===== src/rtl/rrmf_pkg.sv =====
// Shared types and constants for the round-robin multi-queue name FIFO.
`timescale 1ns / 1ps

package rrmf_pkg;

  localparam int NUM_QUEUES   = 4;
  localparam int QUEUE_DEPTH  = 16;
  localparam int NAME_W       = 40;
  localparam int DIR_W        = 4;
  localparam int QIDX_W       = $clog2(NUM_QUEUES);
  localparam int PTR_W        = $clog2(QUEUE_DEPTH);
  localparam int CNT_W        = $clog2(QUEUE_DEPTH + 1);
  localparam int ADDR_W       = $clog2(NUM_QUEUES * QUEUE_DEPTH);

  typedef enum logic [1:0] {
    CMD_SELECT = 2'd0,
    CMD_PUSH   = 2'd1,
    CMD_DRAIN  = 2'd2,
    CMD_NONE   = 2'd3
  } rrmf_op_e;

  typedef enum logic [1:0] {
    ST_OK     = 2'd0,
    ST_FULL   = 2'd1,
    ST_BADDIR = 2'd2,
    ST_NAME   = 2'd3
  } rrmf_status_e;

  typedef enum logic [1:0] {
    S_IDLE = 2'd0,
    S_SCAN = 2'd1,
    S_EMIT = 2'd2
  } rrmf_state_e;

  // Commands from the controller to the datapath.
  typedef struct packed {
    logic accept_op;  // take the input transaction
    logic rd_issue;   // read head of scanned queue, pop it
    logic skip;       // scanned queue was empty, advance
    logic emit;       // load read name into the output register
  } rrmf_cmd_t;

  // Status from the datapath to the controller.
  typedef struct packed {
    logic out_free;   // output register can take a result this cycle
    logic drain_any;  // at least one queue holds a name
    logic scan_hit;   // scanned queue was non-empty at drain start
    logic scan_last;  // no non-empty queue above the scanned one
  } rrmf_sts_t;

endpackage


===== src/rtl/rrmf_ctrl.sv =====
// Controller: sequences select, push and round-robin drain transactions.
`timescale 1ns / 1ps

module rrmf_ctrl import rrmf_pkg::*; (
  input  logic       clk_i,
  input  logic       rst_ni,
  input  logic       in_valid_i,
  input  logic [1:0] cmd_i,
  input  rrmf_sts_t  sts_i,
  output logic       in_stall_o,
  output rrmf_cmd_t  cmd_o
);

  rrmf_state_e state_q, state_d;
  logic        take;

  assign in_stall_o = !((state_q == S_IDLE) && sts_i.out_free);
  assign take       = in_valid_i && !in_stall_o;

  always_ff @(posedge clk_i or negedge rst_ni) begin
    if (!rst_ni) begin
      state_q <= S_IDLE;
    end else begin
      state_q <= state_d;
    end
  end

  always_comb begin
    state_d = state_q;
    case (state_q)
      S_IDLE: begin
        if (take && (rrmf_op_e'(cmd_i) == CMD_DRAIN) && sts_i.drain_any) begin
          state_d = S_SCAN;
        end
      end
      S_SCAN: begin
        if (sts_i.scan_hit) begin
          state_d = S_EMIT;
        end
      end
      S_EMIT: begin
        if (sts_i.out_free) begin
          state_d = sts_i.scan_last ? S_IDLE : S_SCAN;
        end
      end
      default: state_d = S_IDLE;
    endcase
  end

  always_comb begin
    cmd_o = '0;
    case (state_q)
      S_IDLE: cmd_o.accept_op = take;
      S_SCAN: begin
        cmd_o.rd_issue = sts_i.scan_hit;
        cmd_o.skip     = !sts_i.scan_hit;
      end
      S_EMIT: cmd_o.emit = sts_i.out_free;
      default: cmd_o = '0;
    endcase
  end

endmodule


===== src/rtl/rrmf_dp.sv =====
// Datapath: name store, queue pointers and counts, scan index, output register.
`timescale 1ns / 1ps

module rrmf_dp import rrmf_pkg::*; (
  input  logic              clk_i,
  input  logic              rst_ni,
  input  rrmf_cmd_t         cmd_i,
  input  logic [1:0]        op_i,
  input  logic [DIR_W-1:0]  direction_code_i,
  input  logic [NAME_W-1:0] plane_name_i,
  input  logic              out_stall_i,
  output rrmf_sts_t         sts_o,
  output logic              out_valid_o,
  output logic [1:0]        status_o,
  output logic [NAME_W-1:0] name_out_o,
  output logic [QIDX_W-1:0] from_queue_o,
  output logic              last_o
);

  logic [NAME_W-1:0] mem [NUM_QUEUES*QUEUE_DEPTH];

  logic [PTR_W-1:0]  rptr_q [NUM_QUEUES];
  logic [PTR_W-1:0]  wptr_q [NUM_QUEUES];
  logic [CNT_W-1:0]  cnt_q  [NUM_QUEUES];
  logic [QIDX_W-1:0] cur_dir_q;
  logic [QIDX_W-1:0] idx_q;
  logic [NUM_QUEUES-1:0] mask_q;
  logic [NAME_W-1:0] rd_data_q;

  logic              out_valid_q;
  rrmf_status_e      status_q;
  logic [NAME_W-1:0] name_q;
  logic [QIDX_W-1:0] from_q;
  logic              last_q;

  rrmf_op_e          op;
  logic [NUM_QUEUES-1:0] nonempty;
  logic [NUM_QUEUES-1:0] above;
  logic              dir_ok;
  logic [QIDX_W-1:0] dir_sel;
  logic              push_ok;
  logic              do_push;
  logic              do_select;
  logic [ADDR_W-1:0] wr_addr;
  logic [ADDR_W-1:0] rd_addr;
  logic              load_op;

  assign op = rrmf_op_e'(op_i);

  always_comb begin
    for (int j = 0; j < NUM_QUEUES; j++) begin
      nonempty[j] = (cnt_q[j] != '0);
      above[j]    = (QIDX_W'(j) > idx_q);
    end
  end

  assign dir_ok  = (direction_code_i >= DIR_W'(1)) &&
                   (direction_code_i <= DIR_W'(NUM_QUEUES));
  assign dir_sel = QIDX_W'(direction_code_i - DIR_W'(1));
  assign push_ok = (cnt_q[cur_dir_q] < CNT_W'(QUEUE_DEPTH));

  assign do_select = cmd_i.accept_op && (op == CMD_SELECT);
  assign do_push   = cmd_i.accept_op && (op == CMD_PUSH) && push_ok;
  assign load_op   = cmd_i.accept_op && ((op == CMD_SELECT) || (op == CMD_PUSH));

  assign wr_addr = ADDR_W'(cur_dir_q) * ADDR_W'(QUEUE_DEPTH) + ADDR_W'(wptr_q[cur_dir_q]);
  assign rd_addr = ADDR_W'(idx_q) * ADDR_W'(QUEUE_DEPTH) + ADDR_W'(rptr_q[idx_q]);

  assign sts_o.out_free  = !out_valid_q || !out_stall_i;
  assign sts_o.drain_any = |nonempty;
  assign sts_o.scan_hit  = mask_q[idx_q];
  assign sts_o.scan_last = ~|(mask_q & above);

  always_ff @(posedge clk_i) begin
    if (do_push) begin
      mem[wr_addr] <= plane_name_i;
    end
    if (cmd_i.rd_issue) begin
      rd_data_q <= mem[rd_addr];
    end
  end

  always_ff @(posedge clk_i or negedge rst_ni) begin
    if (!rst_ni) begin
      for (int j = 0; j < NUM_QUEUES; j++) begin
        rptr_q[j] <= '0;
        wptr_q[j] <= '0;
        cnt_q[j]  <= '0;
      end
      cur_dir_q <= '0;
      idx_q     <= '0;
      mask_q    <= '0;
    end else begin
      if (do_select && dir_ok) begin
        cur_dir_q <= dir_sel;
      end
      if (do_push) begin
        wptr_q[cur_dir_q] <= (wptr_q[cur_dir_q] == PTR_W'(QUEUE_DEPTH - 1)) ? '0 :
                             wptr_q[cur_dir_q] + PTR_W'(1);
        cnt_q[cur_dir_q]  <= cnt_q[cur_dir_q] + CNT_W'(1);
      end
      // Snapshot which queues take part in this round.
      if (cmd_i.accept_op && (op == CMD_DRAIN)) begin
        mask_q <= nonempty;
        idx_q  <= '0;
      end
      if (cmd_i.rd_issue) begin
        rptr_q[idx_q] <= (rptr_q[idx_q] == PTR_W'(QUEUE_DEPTH - 1)) ? '0 :
                         rptr_q[idx_q] + PTR_W'(1);
        cnt_q[idx_q]  <= cnt_q[idx_q] - CNT_W'(1);
      end
      if (cmd_i.skip || cmd_i.emit) begin
        idx_q <= idx_q + QIDX_W'(1);
      end
    end
  end

  always_ff @(posedge clk_i or negedge rst_ni) begin
    if (!rst_ni) begin
      out_valid_q <= 1'b0;
    end else if (load_op || cmd_i.emit) begin
      out_valid_q <= 1'b1;
    end else if (!out_stall_i) begin
      out_valid_q <= 1'b0;
    end
  end

  always_ff @(posedge clk_i) begin
    if (cmd_i.emit) begin
      status_q <= ST_NAME;
      name_q   <= rd_data_q;
      from_q   <= idx_q;
      last_q   <= sts_o.scan_last;
    end else if (load_op) begin
      name_q <= '0;
      last_q <= 1'b1;
      if (op == CMD_SELECT) begin
        status_q <= dir_ok ? ST_OK : ST_BADDIR;
        from_q   <= dir_ok ? dir_sel : cur_dir_q;
      end else begin
        status_q <= push_ok ? ST_OK : ST_FULL;
        from_q   <= cur_dir_q;
      end
    end
  end

  assign out_valid_o  = out_valid_q;
  assign status_o     = status_q;
  assign name_out_o   = name_q;
  assign from_queue_o = from_q;
  assign last_o       = last_q;

endmodule


===== src/rtl/round_robin_multi_fifo_top.sv =====
// Top level of the round-robin multi-queue name FIFO.
//
// Input channel (in_valid_i / in_stall_o) carries one command per transaction:
// select a current queue by direction code 1..4, push a 40-bit name to the
// current queue, or drain one round-robin round. Output channel
// (out_valid_o / out_stall_i) returns status, name, queue index and last.
// Select and push give one result, registered when the command is accepted;
// the next command can be taken in the following cycle unless the output stalls.
// A drain walks the queues in index order: for each non-empty queue it reads
// the name store, then loads the output register, and it skips each empty
// queue it passes before the last non-empty one.
// A drain with all queues empty and command 3 give no result.
// Input is stalled while a drain runs and while the output register holds
// a result the receiver stalls; results are held unchanged until taken.
// Reset clears pointers, counts, the current queue (first direction) and
// the output valid; the name store is not cleared.
`timescale 1ns / 1ps

module round_robin_multi_fifo_top import rrmf_pkg::*; (
  input  logic              clk_i,
  input  logic              rst_ni,
  input  logic              in_valid_i,
  output logic              in_stall_o,
  input  logic [1:0]        cmd_i,
  input  logic [DIR_W-1:0]  direction_code_i,
  input  logic [NAME_W-1:0] plane_name_i,
  output logic              out_valid_o,
  input  logic              out_stall_i,
  output logic [1:0]        status_o,
  output logic [NAME_W-1:0] name_out_o,
  output logic [QIDX_W-1:0] from_queue_o,
  output logic              last_o
);

  rrmf_cmd_t ctrl_cmd;
  rrmf_sts_t dp_sts;

  rrmf_ctrl u_ctrl (
    .clk_i      (clk_i),
    .rst_ni     (rst_ni),
    .in_valid_i (in_valid_i),
    .cmd_i      (cmd_i),
    .sts_i      (dp_sts),
    .in_stall_o (in_stall_o),
    .cmd_o      (ctrl_cmd)
  );

  rrmf_dp u_dp (
    .clk_i            (clk_i),
    .rst_ni           (rst_ni),
    .cmd_i            (ctrl_cmd),
    .op_i             (cmd_i),
    .direction_code_i (direction_code_i),
    .plane_name_i     (plane_name_i),
    .out_stall_i      (out_stall_i),
    .sts_o            (dp_sts),
    .out_valid_o      (out_valid_o),
    .status_o         (status_o),
    .name_out_o       (name_out_o),
    .from_queue_o     (from_queue_o),
    .last_o           (last_o)
  );

  a_one_cmd: assert property (@(posedge clk_i) disable iff (!rst_ni)
    $onehot0({ctrl_cmd.accept_op, ctrl_cmd.rd_issue, ctrl_cmd.skip, ctrl_cmd.emit}))
    else $error("controller issued more than one command");

  a_read_hit: assert property (@(posedge clk_i) disable iff (!rst_ni)
    ctrl_cmd.rd_issue |-> dp_sts.scan_hit)
    else $error("read issued for a queue outside the drain round");

  a_emit_after_read: assert property (@(posedge clk_i) disable iff (!rst_ni)
    ctrl_cmd.rd_issue |=> !in_stall_o == 1'b0)
    else $error("input taken between a store read and its result");

  a_emit_valid: assert property (@(posedge clk_i) disable iff (!rst_ni)
    ctrl_cmd.emit |=> out_valid_o && (status_o == ST_NAME))
    else $error("emitted name not presented on the output");

endmodule


===== config.mk =====
export PLATFORM = sky130hd
export DESIGN_NAME = round_robin_multi_fifo_top
export DESIGN_NICKNAME = d
export VERILOG_FILES = /design/src/rtl/rrmf_pkg.sv /design/src/rtl/rrmf_ctrl.sv /design/src/rtl/rrmf_dp.sv /design/src/rtl/round_robin_multi_fifo_top.sv
export SDC_FILE = /design/constraint.sdc
export NUM_CORES = 2
export LEC_CHECK = 0
export BUFFER_PORTS_ARGS = -buffer_cell sky130_fd_sc_hd__buf_4
export CORE_AREA = 2 2 444 446
export CTS_BUF_LIST = sky130_fd_sc_hd__clkbuf_4 sky130_fd_sc_hd__clkbuf_8
export DETAILED_ROUTE_END_ITERATION = 10
export DIE_AREA = 0 0 446 448
export PLACE_DENSITY_LB_ADDON = 0.15
export REMOVE_ABC_BUFFERS = 1
export SYNTH_ARGS = -nofsm -noshare
export SYNTH_HDL_FRONTEND = slang
export SYNTH_SLANG_ARGS = --single-unit

===== constraint.sdc =====
create_clock -name clk_i -period 4.79 [get_ports clk_i]
set_clock_uncertainty 0.1 [all_clocks]
set_input_delay 1.1975 -clock clk_i [delete_from_list [all_inputs] [get_ports clk_i]]
set_output_delay 1.1975 -clock clk_i [all_outputs]
set_load 0.02 [all_outputs]

==> qor.yml <==
placement:
  placed_area_um2: 112000
  dp_cells: 9251
  gp_congestion: 0.835
  preCtsSetupSlack_ps: -38.8
  io_buffer_count: 96
  hpwl_um: 166000
synthesis:
  muxShareOfSynthArea_pct: 5.82
  syn_avg_cell_area_um2: 15.6
  synth_compound_area_share_pct: 7.99
  synth_cell_type_count: 69
  yosysWarnings: 0
  syn_inst: 6817
  syn_area_um2: 107000
  synth-seq-cells: 2708
  synth-edff-count: 2643
  synth_top_family_by_area: "simple AND/OR/NAND/NOR gates"
  seq_area_frac_synth_pct: 75.9
  synth_xor_area_share_pct: 0.0657
  synth_top_flop_cell: "edfxtp_1"
  async_reset_ff_share_pct: 2.33
  synth-simple-area-share_pct: 8.26
  synth_fa_ha_area_share_pct: 0.129
floorplanning:
  die_w_um: 446
  die-area_um2: 200000
  ios: 97
  die_h_um: 448
  initial_core_util_pct: 54.8
  rows: 162
  core_area_um2: 195000
worst_setup_path:
  crit_buf_inv: 1
  crit_path_top_delay_cell: "dfrtp_1"
  endpoint_kind: "flop"
  max_stage_delay_ps: 1000
  crit_chain: "mux4_2 > nand2b_1 > nor4_2 > nand2_1 > nor2_4 > buf_12"
  startpoint_type: "flop"
  critical_path_class: "reg -> reg"
  worstPathArrival_ps: 5250
  cp_max_fo: 18
  cp_top_family: "simple AND/OR/NAND/NOR gates"
  worstPathRequired_ps: 5470
grt:
  grt.overflow.total: 0
  grt_antenna_before_repair: 16
  grt_pass1_vias: 59900
  grt_use_total_pct: 28.8
  grt_pass1_wl_um: 417000
  grt_max_degree: 173
clock_network:
  cts_buffers: 431
  clk_path_buf_depth: 4
  insertion_delay_ps: 1100
  clk_pin_slew_ps: 60
  cts_hold_buf: 0
  root_buffer: "clkbuf_8"
  h-tree-depth: 5
  cts_tree: "done"
  post_cts_buffers: 0
  ctsResizeCount: 0
  clock_sinks: 2708
route:
  postRouteWirelength_um: 290000
  firstDrtPassIters: 6
  drc: 0
  viasPerCell: 6.28
  drtIter0Drc: 7312
  vias: 62800
  drtAntennaViolNets: 0
  routedWlPerCell_um: 29.0
sta:
  tightest_slew_ps: 1530
  min_period_ps: 4570
  rsz0062_at_grt: "false"
  fmax_mhz: 219
  final_hold_viol_count: 0
  finalSetupViolCount: 0
  slew_headroom_pct: -2.93
  post-route-period-util_pct: 95.5
  drv_slew: 2
  postLayoutSetupSlackWorst_ps: 218
worst_hold_path:
  hold_class: "in -> async"
layout:
  drive_above_1_share_pct: 15.6
  multi_input_area_um2: 24500
  finalNonFillerCells: 10000
  fin_area_um2: 120000
  nFillCells: 14200
  seqCellArea_um2: 81000
  nNetsFinal: 7203
  utilization_pct: 61.8
  area_delta_synth_final_pct: 12.7
job:
  drv_cap: 1
power:
  pwr_density_cell_nw_per_um2: 571
  p_leak_nw: 39.2
  ir_drop_v: 0.000839
outcome:
  status: "finished with violations"
  violations: "capacitance limit, slew limit"
path summary, 6_finish.rpt:
check,startpoint,endpoint,slack [ps],cells past startpoint
max in group asynchronous,rst_ni,u_dp.idx_q[1]$_DFFE_PN0P_,3870,1
min in group clk_i,direction_code_i[0],u_dp.cur_dir_q[0]$_DFFE_PN0P_,210,2
worst max register to register,u_dp.cur_dir_q[0]$_DFFE_PN0P_,u_dp.mem[1][8]$_DFFE_PP_,220,6
worst max-delay path,u_dp.cur_dir_q[0]$_DFFE_PN0P_,u_dp.mem[1][8]$_DFFE_PP_,220,6
worst min register to register,u_dp.rptr_q[11]$_DFFE_PN0P_,u_dp.rptr_q[11]$_DFFE_PN0P_,380,2
worst min-delay path,rst_ni,u_dp.cnt_q[19]$_DFF_PN0_,80,1
stage by stage:
| step | power [mW] | hold slack [ps] | TNS (ps) |
|---|---|---|---|
| global placement | 49.8 | 360 | -3120 |
| finish | 68.7 | 83.1 | 0 |
| global route | 71.4 | 135 | 0 |
| CTS | 68.7 | 36.4 | 0 |
| floorplan | 37.8 | 334 | -3733300 |
| detailed placement | 50.0 | 367 | -705 |
Yosys cell counts (all sizes together), types with 57 or more instances:
master / count / area, um2
a211oi: 422 / 3170
clkbuf: 300 / 1130
a311oi: 58 / 508
nand2: 935 / 3510
a21oi: 77 / 385
a22oi: 57 / 428
and3: 70 / 438
dfrtp: 63 / 1580
o21ai: 194 / 971
nor2b: 194 / 1210
nand3: 185 / 926
nand4: 70 / 438
buf: 153 / 746
and2: 233 / 1460
edfxtp: 2643 / 79400
mux2i: 538 / 5400
a31oi: 71 / 444
nor2: 111 / 417
routing by layer:
layer,up-vias,routed length [um],global-route usage [%]
li1,27200,-,-
met4,2,6190,7.74
met5,-,13,0
met1,32100,119000,40.8
met3,446,27200,5.53
met2,3057,138000,46.1
cell usage in the layout, fill, tap and decap left out, types with 37 or more instances in the layout:
cell type / count
nand2_1: 933
o221ai_1: 40
buf_4: 277
a21oi_1: 76
a311oi_1: 58
a31oi_1: 71
nor2b_1: 193
mux2i_1: 536
a22oi_1: 57
nand4_1: 70
a211oi_1: 418
edfxtp_1: 2643
and3_1: 70
and2_0: 71
buf_12: 68
and2_1: 160
nand3_1: 185
nor2_1: 40
a32o_1: 39
clkbuf_8: 441
clkinv_1: 104
clkbuf_4: 151
o21ai_0: 193
mux2_2: 37
nor2_4: 68
dfrtp_1: 60
power breakdown:
group,internal (mW),leakage [nW],switching [mW]
combinational,7.31,10.3,15.5
sequential,26.6,24.6,0.416
clock,10.1,4.29,8.73
total,44.0,39.2,24.7
registers in the layout, indices dropped and copies added (netlist names), 2 cells and up:
signal,flops
u_dp.name_out_o,40
u_dp.idx_q,2
u_dp.mask_q,4
u_dp.mem,2560
u_ctrl.state_q,2
u_dp.from_queue_o,2
u_dp.wptr_q,16
u_dp.rd_data_q,40
u_dp.status_o,2
u_dp.rptr_q,16
u_dp.cur_dir_q,2
u_dp.cnt_q,20
cell type report:
type                            instances  share of cell area (%)
Antenna cell                            7                  0.0146
Clock buffer                          592                    5.99
Clock inverter                        155                   0.728
Inverter                               14                  0.0562
Multi-Input combinational cell       3642                    20.3
Sequential cell                      2708                    67.4
Tap cell                             2542                    2.65
Timing Repair Buffer                  345                    2.86
cells by family after synthesis:
kind of cell,after synthesis
AO/OA/AOI/OAI,1176
XOR/XNOR,8
adder cells (fa/ha/maj),11
buffers and inverters,467
flip-flops,2708
multiplexers,594
AND/OR/NAND/NOR,1853
No activity file was read; power rests on OpenSTA's default activity.
